$ cat src/sv/afr_pkg.sv
// Shared types and constants for the alpha fade ramp.
// Used by afr_divider and alpha_fade_ramp; depends on nothing else.

package afr_pkg;

   // time fields and alpha
   localparam int TIME_BITS  = 16;
   localparam int ALPHA_BITS = 8;
   localparam logic [ALPHA_BITS-1:0] ALPHA_MAX = 8'd255;

   // product of an alpha-sized factor and a time, and the divider built on it
   localparam int PROD_BITS  = ALPHA_BITS + TIME_BITS;
   localparam int DIV_CNT_BITS = $clog2(PROD_BITS);

   // stream packing
   localparam int REQ_DATA_BITS = 40;  // fade_dir, duration, delta_time, padded
   localparam int RSP_DATA_BITS = 16;  // alpha_out, fade_state, padded

   // command codes carried in tuser
   localparam logic CMD_START = 1'b0;
   localparam logic CMD_TICK  = 1'b1;

   // fade direction codes
   localparam logic [1:0] DIR_IDLE = 2'd0;
   localparam logic [1:0] DIR_IN   = 2'd1;
   localparam logic [1:0] DIR_OUT  = 2'd2;

   // sequencer states
   typedef enum logic [2:0] {
      S_IDLE,
      S_SETUP,
      S_LOAD,
      S_DIV,
      S_RESP
   } afr_state_type;

endpackage

$ cat src/sv/alpha_fade_ramp.sv
// Linear alpha fade controller: top level with sequencer and fade state.
// Depends on afr_pkg and instantiates afr_divider.

// Each request transfer is either a start (tuser low) with a direction and
// duration, or a tick (tuser high) with a time delta; every request yields
// exactly one response transfer carrying the alpha and fade state after it.
// The block takes one request at a time and is not ready until that request's
// response has been placed in the output register. Requests that need no
// division (ignored starts, starts that land on the end value at once, idle
// ticks, ticks that finish the fade) pass from the accept through S_SETUP to
// S_RESP, which registers the response. Starts that resume a fade and ticks
// inside a fade run one 8x16 multiply and then the shared restoring divider,
// which retires one quotient bit per cycle over 24 bits, passing through
// S_SETUP, S_LOAD and S_DIV before S_RESP registers the response. A response
// that waits for rsp_tready holds the sequencer until it is taken.

module alpha_fade_ramp (
   input  logic                                clock,
   input  logic                                reset,
   input  logic                                req_tvalid,
   output logic                                req_tready,
   // [1:0] fade_dir, [17:2] duration, [33:18] delta_time, [39:34] zero
   input  logic [afr_pkg::REQ_DATA_BITS-1:0]   req_tdata,
   // [0] cmd
   input  logic                                req_tuser,
   output logic                                rsp_tvalid,
   input  logic                                rsp_tready,
   // [7:0] alpha_out, [9:8] fade_state, [15:10] zero
   output logic [afr_pkg::RSP_DATA_BITS-1:0]   rsp_tdata
);
   import afr_pkg::*;

   afr_state_type              state_ff, state_in;
   logic                       div_start;
   logic                       div_done;

   // captured request
   logic                       cmd_ff, cmd_in;
   logic [1:0]                 dir_ff, dir_in;
   logic [TIME_BITS-1:0]       dur_ff, dur_in;
   logic [TIME_BITS-1:0]       dt_ff, dt_in;

   // fade state
   logic [ALPHA_BITS-1:0]      alpha_ff, alpha_in;
   logic [1:0]                 direction_ff, direction_in;
   logic [TIME_BITS-1:0]       fade_length_ff, fade_length_in;
   logic [TIME_BITS-1:0]       elapsed_ff, elapsed_in;

   // divider operands
   logic [PROD_BITS-1:0]       prod_ff, prod_in;
   logic [TIME_BITS-1:0]       divisor_ff, divisor_in;
   logic [PROD_BITS-1:0]       quotient;

   // response register
   logic                       rsp_valid_ff, rsp_valid_in;
   logic [ALPHA_BITS-1:0]      rsp_alpha_ff, rsp_alpha_in;
   logic [1:0]                 rsp_state_ff, rsp_state_in;

   // setup decode
   logic [TIME_BITS:0]         sum;
   logic [TIME_BITS-1:0]       rest;
   logic [ALPHA_BITS-1:0]      mul_a;
   logic [TIME_BITS-1:0]       mul_b;
   logic [TIME_BITS-1:0]       div_by;
   logic                       early;
   logic                       fading;
   logic                       accept;
   logic                       rsp_load;

   assign accept = req_tvalid && req_tready;

   // pick the multiply and divide operands, or flag an item that ends at once
   always_comb begin
      sum    = {1'b0, elapsed_ff} + {1'b0, dt_ff};
      rest   = fade_length_ff - sum[TIME_BITS-1:0];
      fading = (direction_ff == DIR_IN) || (direction_ff == DIR_OUT);
      mul_a  = ALPHA_MAX;
      mul_b  = dur_ff;
      div_by = TIME_BITS'(ALPHA_MAX);
      early  = 1'b1;
      if (cmd_ff == CMD_START) begin
         unique case (dir_ff)
            DIR_IN: begin
               mul_a = alpha_ff;
               early = (alpha_ff == ALPHA_MAX) || (dur_ff == '0);
            end
            DIR_OUT: begin
               mul_a = ALPHA_MAX - alpha_ff;
               early = (alpha_ff == '0) || (dur_ff == '0);
            end
            default: early = 1'b1;
         endcase
      end else begin
         mul_b  = (direction_ff == DIR_IN) ? sum[TIME_BITS-1:0] : rest;
         div_by = fade_length_ff;
         early  = !fading || (sum >= {1'b0, fade_length_ff});
      end
   end

   // next values of the captured request, fade state and operands
   always_comb begin
      cmd_in         = cmd_ff;
      dir_in         = dir_ff;
      dur_in         = dur_ff;
      dt_in          = dt_ff;
      alpha_in       = alpha_ff;
      direction_in   = direction_ff;
      fade_length_in = fade_length_ff;
      elapsed_in     = elapsed_ff;
      prod_in        = prod_ff;
      divisor_in     = divisor_ff;
      if (accept) begin
         cmd_in = req_tuser;
         dir_in = req_tdata[1:0];
         dur_in = req_tdata[2 +: TIME_BITS];
         dt_in  = req_tdata[2 + TIME_BITS +: TIME_BITS];
      end
      if (state_ff == S_SETUP) begin
         prod_in    = PROD_BITS'(mul_a) * PROD_BITS'(mul_b);
         divisor_in = div_by;
         if (cmd_ff == CMD_START) begin
            // jump straight to the end value
            if (early && dir_ff == DIR_IN) begin
               alpha_in       = ALPHA_MAX;
               direction_in   = DIR_IDLE;
               fade_length_in = '0;
            end else if (early && dir_ff == DIR_OUT) begin
               alpha_in       = '0;
               direction_in   = DIR_IDLE;
               fade_length_in = '0;
            end
         end else if (fading) begin
            if (early) begin
               // finish the fade
               alpha_in       = (direction_ff == DIR_IN) ? ALPHA_MAX : '0;
               direction_in   = DIR_IDLE;
               fade_length_in = '0;
               elapsed_in     = '0;
            end else begin
               elapsed_in = sum[TIME_BITS-1:0];
            end
         end
      end
      if (state_ff == S_DIV && div_done) begin
         if (cmd_ff == CMD_START) begin
            // resume from the point of the ramp that matches alpha
            elapsed_in     = quotient[TIME_BITS-1:0];
            fade_length_in = dur_ff;
            direction_in   = dir_ff;
         end else begin
            alpha_in = quotient[ALPHA_BITS-1:0];
         end
      end
   end

   // sequencer next state
   always_comb begin
      state_in = state_ff;
      unique case (state_ff)
         S_IDLE:  if (req_tvalid) state_in = S_SETUP;
         S_SETUP: state_in = early ? S_RESP : S_LOAD;
         S_LOAD:  state_in = S_DIV;
         S_DIV:   if (div_done) state_in = S_RESP;
         S_RESP:  if (!rsp_valid_ff || rsp_tready) state_in = S_IDLE;
         default: state_in = S_IDLE;
      endcase
   end

   // sequencer outputs
   always_comb begin
      req_tready = 1'b0;
      div_start  = 1'b0;
      rsp_load   = 1'b0;
      unique case (state_ff)
         S_IDLE:  req_tready = 1'b1;
         S_LOAD:  div_start = 1'b1;
         S_RESP:  rsp_load = !rsp_valid_ff || rsp_tready;
         default: ;
      endcase
   end

   // response register: load the new result, drop it once taken
   always_comb begin
      rsp_valid_in = rsp_valid_ff;
      rsp_alpha_in = rsp_alpha_ff;
      rsp_state_in = rsp_state_ff;
      if (rsp_load) begin
         rsp_valid_in = 1'b1;
         rsp_alpha_in = alpha_ff;
         rsp_state_in = direction_ff;
      end else if (rsp_tready) begin
         rsp_valid_in = 1'b0;
      end
   end

   afr_divider u_divider (
      .clock    (clock),
      .reset    (reset),
      .start    (div_start),
      .dividend (prod_ff),
      .divisor  (divisor_ff),
      .done     (div_done),
      .quotient (quotient)
   );

   always_ff @(posedge clock) begin
      if (reset) begin
         state_ff       <= S_IDLE;
         alpha_ff       <= ALPHA_MAX;
         direction_ff   <= DIR_IDLE;
         fade_length_ff <= '0;
         elapsed_ff     <= '0;
         rsp_valid_ff   <= 1'b0;
      end else begin
         state_ff       <= state_in;
         alpha_ff       <= alpha_in;
         direction_ff   <= direction_in;
         fade_length_ff <= fade_length_in;
         elapsed_ff     <= elapsed_in;
         rsp_valid_ff   <= rsp_valid_in;
      end
      cmd_ff       <= cmd_in;
      dir_ff       <= dir_in;
      dur_ff       <= dur_in;
      dt_ff        <= dt_in;
      prod_ff      <= prod_in;
      divisor_ff   <= divisor_in;
      rsp_alpha_ff <= rsp_alpha_in;
      rsp_state_ff <= rsp_state_in;
   end

   assign rsp_tvalid = rsp_valid_ff;
   assign rsp_tdata  = {{(RSP_DATA_BITS - ALPHA_BITS - 2){1'b0}}, rsp_state_ff, rsp_alpha_ff};

   // an idle fade keeps no length
   a_idle_no_length: assert property (@(posedge clock) disable iff (reset)
      direction_ff == DIR_IDLE |-> fade_length_ff == '0)
      else $error("idle with a nonzero fade length");

   // inside a fade, elapsed time stays short of the length
   a_elapsed_bound: assert property (@(posedge clock) disable iff (reset)
      direction_ff != DIR_IDLE |-> elapsed_ff < fade_length_ff)
      else $error("elapsed time reached the fade length");

   // the divider only reports back while the sequencer waits for it
   a_done_in_div: assert property (@(posedge clock) disable iff (reset)
      div_done |-> state_ff == S_DIV)
      else $error("divider done outside the divide state");

   // a response is loaded only from the response state
   a_load_from_resp: assert property (@(posedge clock) disable iff (reset)
      $rose(rsp_tvalid) |-> $past(state_ff) == S_RESP)
      else $error("response raised outside the response state");

endmodule

$ cat src/sv/afr_divider.sv
// Restoring divider for the alpha fade ramp, one quotient bit per cycle.
// Depends on afr_pkg for widths and the counter size.

module afr_divider (
   input  logic                                clock,
   input  logic                                reset,
   input  logic                                start,
   input  logic [afr_pkg::PROD_BITS-1:0]       dividend,
   input  logic [afr_pkg::TIME_BITS-1:0]       divisor,
   output logic                                done,
   output logic [afr_pkg::PROD_BITS-1:0]       quotient
);
   import afr_pkg::*;

   logic                       busy_ff, busy_in;
   logic                       done_ff, done_in;
   logic [DIV_CNT_BITS-1:0]    count_ff, count_in;
   logic [TIME_BITS-1:0]       rem_ff, rem_in;
   logic [TIME_BITS-1:0]       divisor_ff, divisor_in;
   logic [PROD_BITS-1:0]       quo_ff, quo_in;
   logic [TIME_BITS:0]         shifted;
   logic [TIME_BITS+1:0]       diff;
   logic                       fits;

   // trial subtract of the divisor from the shifted remainder
   always_comb begin
      shifted = {rem_ff, quo_ff[PROD_BITS-1]};
      diff    = {1'b0, shifted} - {2'b00, divisor_ff};
      fits    = !diff[TIME_BITS+1];
   end

   // load on start, then shift one dividend bit in per cycle
   always_comb begin
      busy_in    = busy_ff;
      done_in    = 1'b0;
      count_in   = count_ff;
      rem_in     = rem_ff;
      divisor_in = divisor_ff;
      quo_in     = quo_ff;
      if (start) begin
         busy_in    = 1'b1;
         count_in   = '0;
         rem_in     = '0;
         divisor_in = divisor;
         quo_in     = dividend;
      end else if (busy_ff) begin
         rem_in   = fits ? diff[TIME_BITS-1:0] : shifted[TIME_BITS-1:0];
         quo_in   = {quo_ff[PROD_BITS-2:0], fits};
         count_in = count_ff + 1'b1;
         if (count_ff == DIV_CNT_BITS'(PROD_BITS - 1)) begin
            busy_in = 1'b0;
            done_in = 1'b1;
         end
      end
   end

   always_ff @(posedge clock) begin
      if (reset) begin
         busy_ff  <= 1'b0;
         done_ff  <= 1'b0;
         count_ff <= '0;
      end else begin
         busy_ff  <= busy_in;
         done_ff  <= done_in;
         count_ff <= count_in;
      end
      rem_ff     <= rem_in;
      divisor_ff <= divisor_in;
      quo_ff     <= quo_in;
   end

   assign done     = done_ff;
   assign quotient = quo_ff;

   // a new division never cuts into a running one
   a_no_restart: assert property (@(posedge clock) disable iff (reset)
      start |-> !busy_ff) else $error("divider restarted while busy");

   // the sequencer never asks for a division by zero
   a_divisor_nonzero: assert property (@(posedge clock) disable iff (reset)
      start |-> divisor != '0) else $error("divide by zero requested");

   // the partial remainder stays below the divisor throughout
   a_rem_bound: assert property (@(posedge clock) disable iff (reset)
      busy_ff |-> rem_ff < divisor_ff) else $error("remainder out of range");

   // done only closes a running division
   a_done_after_busy: assert property (@(posedge clock) disable iff (reset)
      done_ff |-> $past(busy_ff)) else $error("done without a division");

endmodule

$ cat config.mk
export PLATFORM = sky130hd
export DESIGN_NAME = alpha_fade_ramp
export DESIGN_NICKNAME = d
export VERILOG_FILES = /design/src/sv/afr_pkg.sv /design/src/sv/alpha_fade_ramp.sv /design/src/sv/afr_divider.sv
export SDC_FILE = /design/constraint.sdc
export NUM_CORES = 1
export LEC_CHECK = 0
export BUFFER_PORTS_ARGS = -buffer_cell sky130_fd_sc_hd__buf_4
export CORE_MARGIN = 2
export CORE_UTILIZATION = 50
export CTS_CLUSTER_DIAMETER = 30
export DETAILED_ROUTE_END_ITERATION = 6
export PLACE_DENSITY = 0.67
export SKIP_LAST_GASP = 1
export SYNTH_ARGS = -nofsm -noshare
export SYNTH_HDL_FRONTEND = slang
export SYNTH_HIERARCHICAL = 1
export SYNTH_SLANG_ARGS = --single-unit
$ cat constraint.sdc
create_clock -name clock -period 9.6 [get_ports clock]
set_input_delay 0 -clock clock [delete_from_list [all_inputs] [get_ports clock]]
set_output_delay 0 -clock clock [all_outputs]
set_load 0.03 [all_outputs]
# Word-level counts from Yosys, hierarchy flattened
# Index checks and enable logic that the tools add are counted.
[word_totals]
register_bits = 194
latch_bits = 0
mem_bits_rw = 0
romBits = 0
input_bits = 45
output_inout_bits = 18
elab_cells = 115
memories = 0
[op_classes]
addsub = 5
mul = 1
n_div = 0
n_lt_le_gt_ge = 1
eq_ne = 13
n_shift = 0
mux = 54
n_bitwise = 1
n_reduce_logical = 20
[op_table]
columns = ["cell", "count"]
rows = [
  ["two-way mux 16 bit", 17],
  ["two-way mux 8 bit", 10],
  ["two-way mux 24 bit", 2],
  ["multiplier 8 x 16 -> 24 bit", 1],
  ["subtractor 17 x 16 -> 18 bit", 1],
  ["adder 16 x 16 -> 17 bit", 1],
  [">= comparator 17 x 16 -> 1 bit", 1],
  ["logical NOT 16 bit", 1],
  ["two-way mux 2 bit", 8],
  ["one-hot mux 8 bit (2 select lines)", 1],
  ["subtractor 16 bit", 1],
  ["one-hot mux 3 bit (5 select lines)", 1],
  ["two-way mux 3 bit", 4],
  ["two-way mux 1 bit", 10],
  ["equality test 8 bit, second input constant", 1],
  ["logical NOT 8 bit", 1],
  ["subtractor 8 bit, first input constant", 1],
  ["equality test 3 x 2 -> 1 bit, second input constant", 2],
  ["adder 5 x 1 -> 5 bit, second input constant", 1],
  ["equality test 5 bit, second input constant", 1],
  ["logical OR 1 bit", 5],
  ["equality test 2 x 1 -> 1 bit, second input constant", 2],
  ["equality test 2 bit, second input constant", 2],
  ["logical AND 1 bit", 4],
  ["12 further kinds", 16],
]

# Depth between registers and ports, before layout
# Gate-level depths: netlist of run 1.
[depth]
ltp_word = 12
ltp_mapped = 33
mapped_depth_nobuf = 33

# Hierarchy
# Netlist of run 1, hierarchy kept.
[modules_own_cells]
columns = ["mod", "n_inst", "cells_each", "area_per_inst_um2", "seq_area_each_um2"]
rows = [
  ["alpha_fade_ramp", 1, 1149, 11029.3, 3473.3],
  ["afr_divider", 1, 314, 3425.8, 1661.6],
]

# Worst setup path before layout of run 1
# Ideal clock, no wire load.
[synth_path]
path_kind = "register -> register"
startpoint = "register dt_ff[0]"
endpoint = "register prod_ff[22], data pin"
setup_time_ns = 0.265
arrival_ns = 7.311
required_time_ns = 9.335
path_slack_ns = 2.024
stages_incl_launch_ff = 30
path_buffers = 0
synth_period_minus_slack_ns = 7.576
path_cell_list = "edfxtp_1 ha_1 fa_1 a211oi_2 o21ai_0 xor2_1 ha_1 a211o_1 o311a_1 o21ai_0 a21boi_0 o21ai_1 or3b_1 a21oi_2 nand2_1 fa_1 inv_1 fa_1 fa_1 inv_1 fa_1 inv_1 ha_1 nor2b_1 nor3_1 a21oi_1 o21a_1 o41ai_1 o21ai_0 xor2_1"
[synth_via]
elab_chain_cells = 5
[synth_lines]
columns = ["element", "line_no", "rtl"]
rows = [
  ["start: declaration", "alpha_fade_ramp.sv:41", "logic [TIME_BITS-1:0] dt_ff, dt_in;"],
  ["start signal: assignment", "alpha_fade_ramp.sv:225", "dt_ff <= dt_in;"],
  ["adder 16 x 16 -> 17 bit (*)", "alpha_fade_ramp.sv:74", "sum = {1'b0, elapsed_ff} + {1'b0, dt_ff};"],
  ["subtractor 16 bit", "alpha_fade_ramp.sv:75", "rest = fade_length_ff - sum[TIME_BITS-1:0];"],
  ["two-way mux 16 bit (*)", "alpha_fade_ramp.sv:94", "mul_b = (direction_ff == DIR_IN) ? sum[TIME_BITS-1:0] : rest;"],
  ["two-way mux 16 bit (*)", "alpha_fade_ramp.sv:81", "if (cmd_ff == CMD_START) begin"],
  ["multiplier 8 x 16 -> 24 bit (*)", "alpha_fade_ramp.sv:119", "prod_in = PROD_BITS'(mul_a) * PROD_BITS'(mul_b);"],
  ["end signal: assignment", "alpha_fade_ramp.sv:226", "prod_ff <= prod_in;"],
  ["end: declaration", "alpha_fade_ramp.sv:50", "logic [PROD_BITS-1:0] prod_ff, prod_in;"],
]
# Mark *: on every way between the ends. The rest lies on a longest branch, timed or not.
# A chain may end at the register's enable or synchronous reset.

# Worst setup path in the final report of run 1
[layout_path]
startpoint = "register dt_ff[0]"
endpoint = "register prod_ff[23], data pin"
# The elaborated chain is that of the path after synthesis.

==> results.cfg, run 1 <==
[outcome]
status = finished clean

[clock_network]
cts_buffers = 17
clock_latency_ns = 0.46
cts_max_level = 4
cts_hold_buf = 39
cts.sinks = 194
cts.path.max_buffers = 2
clk_pin_slew_ns = 0.08
cts_tree = built
cts_root_buf = clkbuf_16
post_cts_resized = 0
cts_setup_buffers = 0

[critical_path]
worst_path_most_repeated_cell = fa_1
critPathBufInv = 3
crit_required_ns = 9.79
cp_slowest_cell = fa_1
cp.arrival_ns = 8.91
path_class = flip-flop to flip-flop
cpPeakStageDelay_ns = 0.56
cp-end-kind = flip-flop
path_max_fanout = 8
start_kind = flip-flop
crit_family = adder cells

[power_and_ir_drop]
leakage_nw = 6.87
clockPowerShare_pct = 13.3
powerDensity_nw_per_um2 = 340
total_power_mw = 5.49
ir_worst_vdd_mv = 0.383
p_comb_share_pct = 63.6
internal_power_mw = 3.10
p_sw_mw = 2.39
p_seq_share_pct = 23.1
p_sw_share_pct = 43.5

[synth]
yosys_warnings = 6
avgSynthCellArea_um2 = 9.88
yosys.area_share.simple_pct = 15.5
synthAdderAreaFrac_pct = 21.5
ys_types = 93
yosys_most_used_dff = edfxtp_1
synth.area.mux_share_pct = 2.92
synth-compound-area-share_pct = 15.0
synth_async_sr_flop_share_pct = 0
synth_seq_cells = 194
synth-seq-area-share_pct = 35.5
synth_top_family_by_area = adder cells
syn_area_um2 = 14500
syn_inst = 1463
synth_edf_count = 125
synth_xor_area_share_pct = 2.96

[placed_design]
place_congestion = 0.908
io_buffers = 50
post-place-ws_ns = 1.08
placed_area_um2 = 15100
dp_hpwl_um = 27200
dp_cells = 1857

[timing]
finalSetupViolCount = 0
finalMaxSlewViolations = 0
finalClockSkew_ns = 0.0131
worst_slew_pin_slew_ns = 1.08
fin_ws_ns = 0.882
finalHoldViolCount = 0
rsz0062_at_grt = no
fmax_ghz = 0.115
fin_tns_setup_ns = 0
fin_crit_sh_pct = 90.8
hold-worst-slack_ns = 0.259
slew_headroom_pct = 27.7
min_period_ns = 8.72

[route]
via_per_inst = 5.77
routedWlPerCell_um = 18.9
drt-total-wl_um = 36400
postRouteAntennaNets = 0
dr.pass1.iters = 6
drtIter0Drc = 1046
drc = 0
vias = 11100

[finish]
utilization_pct = 56.5
stdcell_count = 1928
area_growth_pct = 11.6
nNetsFinal = 1772
fin_area_um2 = 16100
diodes = 0
drive_gt1_share_pct = 12.4

[global_routing]
overflow = 0
grt_pass1_wl_um = 58800
antenna_found_initial = 0
grt_pass1_vias = 11000
grt_max_degree = 53
grt_usage_pct = 24.8

[floorplan]
row_count = 62
start_util_pct = 50.6
die_h_um = 174
dieArea_um2 = 30300
core_area_um2 = 28500
fp.dieW_um = 174
ios = 63

[job]
cap_violations = 0

[hold_path]
hold_class = input pin to flip-flop
-- final cells by class --
type / count / area, um2
well taps: 384 / 480
inverters: 176 / 661
repair buffers: 103 / 871
clock inverters: 15 / 174
fillers: 2554 / 12400
clock buffers: 17 / 425
multi-input cells: 1039 / 8390
flip-flops and latches: 194 / 5130
-- routing by layer --
| metal | GRT usage, % | up-vias | wire length [um] |
|---|---|---|---|
| met1 | 35.2 | 5474 | 16800 |
| met3 | 4.33 | 33 | 2260 |
| met2 | 39.4 | 382 | 16700 |
| met5 | 0 | - | 0 |
| met4 | 6.48 | 0 | 641 |
| li1 | - | 5236 | - |
-- cells by family (layout without fill, tap and decap cells) --
logic type	count (synthesis)	after routing
buf+inv	235	311
other cells	1	6
fa+ha+maj	196	196
xor+xnor	48	48
compound gates	290	290
mux	39	39
simple gates	460	460
flops	194	194
-- cells in the mapped netlist, types with 10 or more instances --
cell type,number,area share (%)
fa_1,87,12
a22o_1,18,1.1
and3_1,13,0.56
o21ai_1,16,0.55
a221oi_2,10,1.0
and2_1,17,0.74
mux2_2,25,1.9
nand4_1,21,0.91
a211oi_1,14,0.73
o211ai_1,15,0.78
clkbuf_1,34,0.88
xor2_1,16,0.97
nand2_1,80,2.1
nand3_1,24,0.83
ha_1,109,9.4
dfxtp_1,69,9.6
mux2i_1,14,0.97
nor2b_1,14,0.61
inv_1,176,4.6
xnor2_1,31,1.9
nand2b_1,28,1.2
nor3_2,10,0.69
nor2_1,175,4.5
nor3_1,32,1.1
edfxtp_1,125,26
or2_2,18,0.78
nor4_1,10,0.43
o21ai_0,41,1.4
a21o_1,19,0.99
a21oi_1,62,2.1
-- sequential cells by signal, summed over array words and instances, names as in the netlist, 2 cells and up --
| name | cells |
|---|---|
| fade_length_ff | 16 |
| u_divider/rem_ff | 16 |
| elapsed_ff | 16 |
| u_divider/quotient | 24 |
| dur_ff | 16 |
| dt_ff | 16 |
| state_ff | 3 |
| u_divider/count_ff | 5 |
| divisor_ff | 16 |
| u_divider/divisor_ff | 16 |
| rsp_state_ff | 2 |
| rsp_alpha_ff | 8 |
| dir_ff | 2 |
| prod_ff | 24 |
| alpha_ff | 8 |
| direction_ff | 2 |
-- power groups by stage --
stage	Clock, mW	Sequential [mW]	Combinational, mW
global placement	0	1.28	3.39
CTS	0.747	1.27	3.50
detailed placement	0	1.29	3.46
finish	0.732	1.27	3.49
floorplan	0	1.26	2.81
global route	0.779	1.28	4.05
-- worst paths after layout --
check           startpoint  cells after the start                      end  slack, ns
max               dt_ff[0]                     29              prod_ff[23]       0.88
min           req_tdata[4]                      2                dur_ff[2]       0.26
max reg2reg       dt_ff[0]                     29              prod_ff[23]       0.88
min reg2reg  divisor_ff[4]                      0  u_divider/divisor_ff[4]       0.42
-- placed cells by master, fill, tap and decap left out, types with 15 or more instances in the layout --
cell / netlist / final
buf_4: 9 / 64
mux2_2: 25 / 25
dlygate4sd3_1: 0 / 39
a21oi_1: 62 / 62
nor2_1: 175 / 175
o21ai_1: 16 / 16
nand4_1: 21 / 21
o21ai_0: 41 / 41
xnor2_1: 31 / 31
inv_1: 176 / 176
or2_2: 18 / 18
dfxtp_1: 69 / 69
ha_1: 109 / 109
nand2b_1: 28 / 28
a21o_1: 19 / 19
a22o_1: 18 / 18
nand2_1: 80 / 80
nor3_1: 32 / 31
clkbuf_16: 0 / 17
nand3_1: 24 / 24
and2_1: 17 / 17
edfxtp_1: 125 / 125
xor2_1: 16 / 16
o211ai_1: 15 / 15
fa_1: 87 / 87
(Power assumes the default switching activity.)
==> run 2, diff against run 1 <==
--- a/config.mk
+++ b/config.mk
@@ -6,11 +6,13 @@
 export NUM_CORES = 1
 export LEC_CHECK = 0
 export BUFFER_PORTS_ARGS = -buffer_cell sky130_fd_sc_hd__buf_4
+export CELL_PAD_IN_SITES_DETAIL_PLACEMENT = 1
+export CELL_PAD_IN_SITES_GLOBAL_PLACEMENT = 1
 export CORE_MARGIN = 2
 export CORE_UTILIZATION = 50
 export CTS_CLUSTER_DIAMETER = 30
 export DETAILED_ROUTE_END_ITERATION = 6
-export PLACE_DENSITY = 0.67
+export PLACE_DENSITY_LB_ADDON = 0.1
 export SKIP_LAST_GASP = 1
 export SYNTH_ARGS = -nofsm -noshare
 export SYNTH_HDL_FRONTEND = slang
==> run 2 against run 1 <==
  * Via count rose by 1.9%
  * Clock-buffer cell count unchanged
  * Largest cell class unchanged
  * Utilization fell by 0.17 points
==> results.cfg, run 2 (same netlist as run 1, synthesis figures left out) <==
[clock_network]
cts.sinks = 194
clock_latency_ns = 0.47
post_cts_resized = 0
cts_setup_buffers = 0
cts.path.max_buffers = 2
cts_buffers = 17
cts_tree = built
cts_root_buf = clkbuf_16
clk_pin_slew_ns = 0.09
cts_max_level = 4

[critical_path]
path_class = flip-flop to flip-flop
crit_family = adder cells
r2r_slack_ns = 0.89
cp-end-kind = flip-flop
start_kind = flip-flop
cp.arrival_ns = 8.91
cpPeakStageDelay_ns = 0.55
crit_required_ns = 9.80
path_max_fanout = 8
timing.rr.start = dt_ff[0]
worst-r2r-cell-count = 31
worstSetupEndpoint = prod_ff[22]
worstSetupStartpoint = dt_ff[0]
path_depth = 31
timing.rr.end = prod_ff[22]
critPathBufInv = 3
worst_path_most_repeated_cell = a21oi_1
cp_slowest_cell = a222oi_1

[route]
wl_met3_um = 2050
routedWlPerCell_um = 22.3
drc = 0
met1_length_um = 18500
via_per_inst = 5.89
drt-total-wl_um = 43000
highest_layer = met4
vias = 11300
dr.pass1.iters = 5
wl_met2_um = 21000
postRouteAntennaNets = 0
drtIter0Drc = 800

[floorplan]
dieArea_um2 = 30300
die_h_um = 174
core_area_um2 = 28500
row_count = 62
ios = 63
start_util_pct = 50.6
fp.dieW_um = 174

[placed_design]
post-place-ws_ns = 1.05
dp_cells = 1854
io_buffers = 50
place_congestion = 0.935
dp_hpwl_um = 32300

[timing]
finalSetupViolCount = 0
rsz0062_at_grt = no
finalClockSkew_ns = 0.0244
slew_headroom_pct = 32.7
finalHoldViolCount = 0
finalMaxSlewViolations = 0
fin_tns_setup_ns = 0
min_period_ns = 8.71
fin_crit_sh_pct = 90.7
worst_slew_pin_slew_ns = 1.01
fmax_ghz = 0.115
fin_ws_ns = 0.893

[power_and_ir_drop]
leakage_nw = 6.84
powerDensity_nw_per_um2 = 351
internal_power_mw = 3.11
total_power_mw = 5.64
p_comb_share_pct = 64.6
p_sw_share_pct = 44.8
ir_worst_vdd_mv = 0.713
p_sw_mw = 2.53
p_seq_share_pct = 22.5
clockPowerShare_pct = 12.9

[hold_path]
hold_class = input pin to flip-flop
whs_path_depth = 2

[global_routing]
overflow = 0
antenna_found_initial = 1
grt_pass1_vias = 12000
grt_usage_pct = 29.5
grt_pass1_wl_um = 68300
grt_max_degree = 54

[finish]
drive_gt1_share_pct = 12.3
mostFrequentLayoutCell = inv_1
layout_common_cells = inv_1 (176), nor2_1 (175), edfxtp_1 (125)
utilization_pct = 56.4
area_growth_pct = 11.3
stdcell_count = 1925
nNetsFinal = 1768

[job]
cap_violations = 0

[outcome]
status = finished clean
[run 2: changes by cell type in the layout (fill, tap and decap cells not counted), sizes merged]
cell / previous run / this run
clkinv: 8 / 2
inv: 180 / 186
buf: 64 / 61
dlygate4sd3: 39 / 38
diode: 0 / 1
clkinvlp: 2 / 3
bufinv: 1 / 0
[run 2: worst min-delay path by stage]
| stage | slack [ns] | start | end |
|---|---|---|---|
| 2_1_floorplan | 0.07 | reset | u_divider/busy_ff |
| 3_3_place_gp | 0.18 | req_tdata[21] | dt_ff[3] |
| 3_5_place_dp | 0.18 | req_tdata[13] | dur_ff[11] |
| 4_1_cts | 0.24 | req_tdata[21] | dt_ff[3] |
| 5_1_grt | 0.25 | req_tdata[22] | dt_ff[4] |
| 6_report | 0.24 | req_tuser | cmd_ff |
[run 2: layer usage]
layer | vias to the layer above | GRT usage [%]
met1 | 5760 | 37.8
met4 | 0 | 11.3
met5 | - | 0
li1 | 5226 | -
met3 | 63 | 4.40
met2 | 284 | 50.4
[run 2: power by group through the flow]
stage	Sequential [mW]	Clock, mW	Combinational, mW
4_1_cts	1.27	0.732	3.70
3_5_place_dp	1.28	0	3.64
2_1_floorplan	1.26	0	2.81
6_report	1.27	0.727	3.65
5_1_grt	1.28	0.762	4.21
3_3_place_gp	1.28	0	3.48
[run 2: worst register-to-register path, delay by kind of cell (launching register included)]
| family | cells | cell delay (ns) |
|---|---|---|
| AOI/OAI and AO/OA | 14 | 3.28 |
| xor gates and xnor gates | 3 | 0.58 |
| adders and majority gates | 8 | 3.52 |
| buffers and inverters | 3 | 0.16 |
| DFF | 1 | 0.39 |
| and+or+nand+nor | 3 | 0.54 |
[run 2: what timing repair did]
action / CTS / global route
hold buffers: 38 / 0
endpoints found under the hold margin: 39 / 0
setup endpoints to repair: 0 / 0
[run 2: final cells by class]
cell class	count	area [um2]
fillers	3225	12500
multi-input cells	1039	8390
flip-flops and latches	194	5130
repair buffers	99	838
inverters	176	661
well taps	384	480
clock buffers	17	425
clock inverters	15	155
diodes	1	2.50
[run 2: stage by stage]
stage | area (um2) | hold WS (ns)
after floorplan | 14500 | 0.0724
after global placement | 15100 | 0.178
after detailed placement | 15100 | 0.179
after CTS | 16100 | 0.236
after global routing | 16100 | 0.254
final | 16100 | 0.242
==> run 3, diff against run 2 <==
--- a/config.mk
+++ b/config.mk
@@ -5,11 +5,12 @@
 export SDC_FILE = /design/constraint.sdc
 export NUM_CORES = 1
 export LEC_CHECK = 0
+export ABC_AREA = 1
 export BUFFER_PORTS_ARGS = -buffer_cell sky130_fd_sc_hd__buf_4
 export CELL_PAD_IN_SITES_DETAIL_PLACEMENT = 1
 export CELL_PAD_IN_SITES_GLOBAL_PLACEMENT = 1
 export CORE_MARGIN = 2
-export CORE_UTILIZATION = 50
+export CORE_UTILIZATION = 48
 export CTS_CLUSTER_DIAMETER = 30
 export DETAILED_ROUTE_END_ITERATION = 6
 export PLACE_DENSITY_LB_ADDON = 0.1
==> run 3 against run 2 <==
  * First-iteration DRC count rose by 17%
  * Critical path depth increased by 3
  * Area after synthesis grew 4.2%
  * Flip-flop and latch count unchanged
  * Total power grew 22%
  * Setup slack gained 0.61 ns
  * Non-clock buffer count rose by 1
  * Sequential power rose by 9%
  * Largest power group unchanged
==> results.cfg, run 3 <==
[hold_path]
holdCritStartpoint = req_tdata[9]
hold_path_end = dur_ff[7]
whs_path_depth = 2
hold_class = input pin to flip-flop

[timing]
finalHoldViolCount = 0
finalClockSkew_ns = 0.0145
fmax_ghz = 0.123
worst_slew_pin_slew_ns = 1.04
finalSetupViolCount = 0
fin_crit_sh_pct = 84.4
finalMaxSlewViolations = 0
fin_tns_setup_ns = 0
rsz0062_at_grt = no
slew_headroom_pct = 30.6
min_period_ns = 8.10

[power_and_ir_drop]
clockPowerShare_pct = 11.3
powerDensity_nw_per_um2 = 408
ir_worst_vdd_mv = 0.850
p_comb_share_pct = 68.6
internal_power_mw = 3.48
p_sw_mw = 3.38
p_seq_share_pct = 20.0
leakage_nw = 8.21
p_sw_share_pct = 49.3

[critical_path]
worst_path_most_repeated_cell = nand2_1
crit_required_ns = 9.81
timing.rr.start = dt_ff[0]
cp.arrival_ns = 8.31
cpPeakStageDelay_ns = 0.54
cp_slowest_cell = fa_1
path_max_fanout = 6
path_class = flip-flop to flip-flop
worst-r2r-cell-count = 34
start_kind = flip-flop
timing.rr.end = prod_ff[20]
r2r_slack_ns = 1.50
cp-end-kind = flip-flop

[route]
dr.pass1.iters = 5
routedWlPerCell_um = 19.9
via_per_inst = 5.51
postRouteAntennaNets = 0
drtIter0Drc = 932
drc = 0
vias = 13100
drt-total-wl_um = 47500

[placed_design]
dp_cells = 2313
place_congestion = 0.909
io_buffers = 50
dp_hpwl_um = 36300

[clock_network]
cts_root_buf = clkbuf_16
clock_latency_ns = 0.46
cts.sinks = 194
cts.path.max_buffers = 2
clk_pin_slew_ns = 0.08
cts_tree = built
post_cts_resized = 0
cts_buffers = 17
cts_max_level = 4

[outcome]
status = finished clean

[synth]
synth_top_cells_by_count = nand2_1 (496), inv_1 (324), nor2_1 (144)
ys_types = 55
ys_top_cells_by_area = edfxtp_1 (25%), nand2_1 (12%), fa_1 (12%)
avgSynthCellArea_um2 = 7.91
synth-seq-area-share_pct = 34.1
synth_async_sr_flop_share_pct = 0
yosys_warnings = 6
synth_seq_cells = 194
yosys_most_used_dff = edfxtp_1
synthMostInstantiatedCell = nand2_1
syn_inst = 1903
synth_top_area_share_pct = 24.9
synth_edf_count = 125
syn_area_um2 = 15100
yosysTopAreaCell = edfxtp_1

[finish]
stdcell_count = 2385
area_growth_pct = 11.6
diodes = 0
drive_gt1_share_pct = 7.04
nNetsFinal = 2217
mostFrequentLayoutCell = nand2_1
layout_common_cells = nand2_1 (496), inv_1 (324), nor2_1 (143), a21oi_1 (143), edfxtp_1 (125)
nFillCells = 3874

[floorplan]
ios = 63
dieArea_um2 = 32800
start_util_pct = 49.0
fp.dieW_um = 181
core_area_um2 = 30700
die_h_um = 181
row_count = 64

[job]
cap_violations = 0

[global_routing]
grt_pass1_wl_um = 75200
grt_max_degree = 53
grt_usage_pct = 29.8
overflow = 0
grt_pass1_vias = 13700
antenna_found_initial = 0
[run 3: changes by cell type after synthesis, sizes merged, moves of 27 or more]
cell	delta
a21oi	+78
inv	+150
nand2	+427
nand3	+105
nand2b	-28
nor2	-27
[run 3: worst max-delay path: cells and delay by family, from the launching register on]
family	cells	cell delay [ns]
fa+ha+maj	8	3.51
simple gates	12	1.54
compound gates	8	1.54
xor+xnor	2	0.62
flops	1	0.42
buf+inv	4	0.21
[run 3: how the worst max path moves through the flow]
| stage | cells past startpoint | slack [ns] | to | start |
|---|---|---|---|---|
| global placement | 37 | 1.83 | prod_ff[20] | dt_ff[0] |
| finish | 34 | 1.50 | prod_ff[20] | dt_ff[0] |
| floorplan | 37 | 2.86 | prod_ff[20] | dt_ff[0] |
| global route | 37 | 0.71 | prod_ff[20] | dt_ff[0] |
| detailed placement | 37 | 1.70 | prod_ff[20] | dt_ff[0] |
| CTS | 37 | 1.62 | prod_ff[20] | dt_ff[0] |
[run 3: layout make-up]
| class | instances | area (um2) | area share [%] |
|---|---|---|---|
| Multi-Input combinational cell | 1332 | 8480 | 50.4 |
| Sequential cell | 194 | 5130 | 30.5 |
| Inverter | 331 | 1240 | 7.39 |
| Timing Repair Buffer | 100 | 848 | 5.05 |
| Tap cell | 396 | 495 | 2.95 |
| Clock buffer | 17 | 425 | 2.53 |
| Clock inverter | 15 | 188 | 1.12 |
[run 3: kinds of logic after synthesis]
kind of cell	after synthesis	synth area share, %
AND/OR/NAND/NOR	850	24.2
buffers and inverters	382	9.89
AO/OA/AOI/OAI	240	8.87
adder cells (fa/ha/maj)	196	20.6
flip-flops	194	34.1
XOR/XNOR	40	2.33
other	1	0.0249
[run 3: timing repair]
item / 4_1_cts / 5_1_grt
hold endpoints to repair: 55 / 0
hold buffers: 39 / 0
setup buffers: 0 / 0
[run 3: metal layers]
metal	GRT usage (%)	part of all wire [%]	vias up
met5	0	0	-
met4	9.66	2.8	0
met3	3.67	4.7	56
met2	51.4	49	339
met1	39.0	44	6526
li1	-	-	6218
[run 3: power by group through the flow]
stage          clock network, mW  registers (mW)  logic (mW)
2_1_floorplan                  0            1.36        3.41
3_3_place_gp                   0            1.39        4.49
3_5_place_dp                   0            1.39        4.72
4_1_cts                    0.786            1.37        4.77
5_1_grt                    0.813            1.39        5.38
6_report                   0.777            1.38        4.71
[run 3: stage by stage]
stage | hold slack, ns | utilization [%] | cell area [um2] | power (mW) | worst slack (ns)
2_1_floorplan | 0.0780 | - | 15100 | 4.77 | 2.86
3_3_place_gp | 0.178 | 51.4 | 15800 | 5.88 | 1.83
3_5_place_dp | 0.179 | 51.4 | 15800 | 6.11 | 1.70
4_1_cts | 0.234 | 54.7 | 16800 | 6.93 | 1.62
5_1_grt | 0.243 | 54.7 | 16800 | 7.58 | 0.710
6_report | 0.246 | 54.7 | 16800 | 6.86 | 1.50
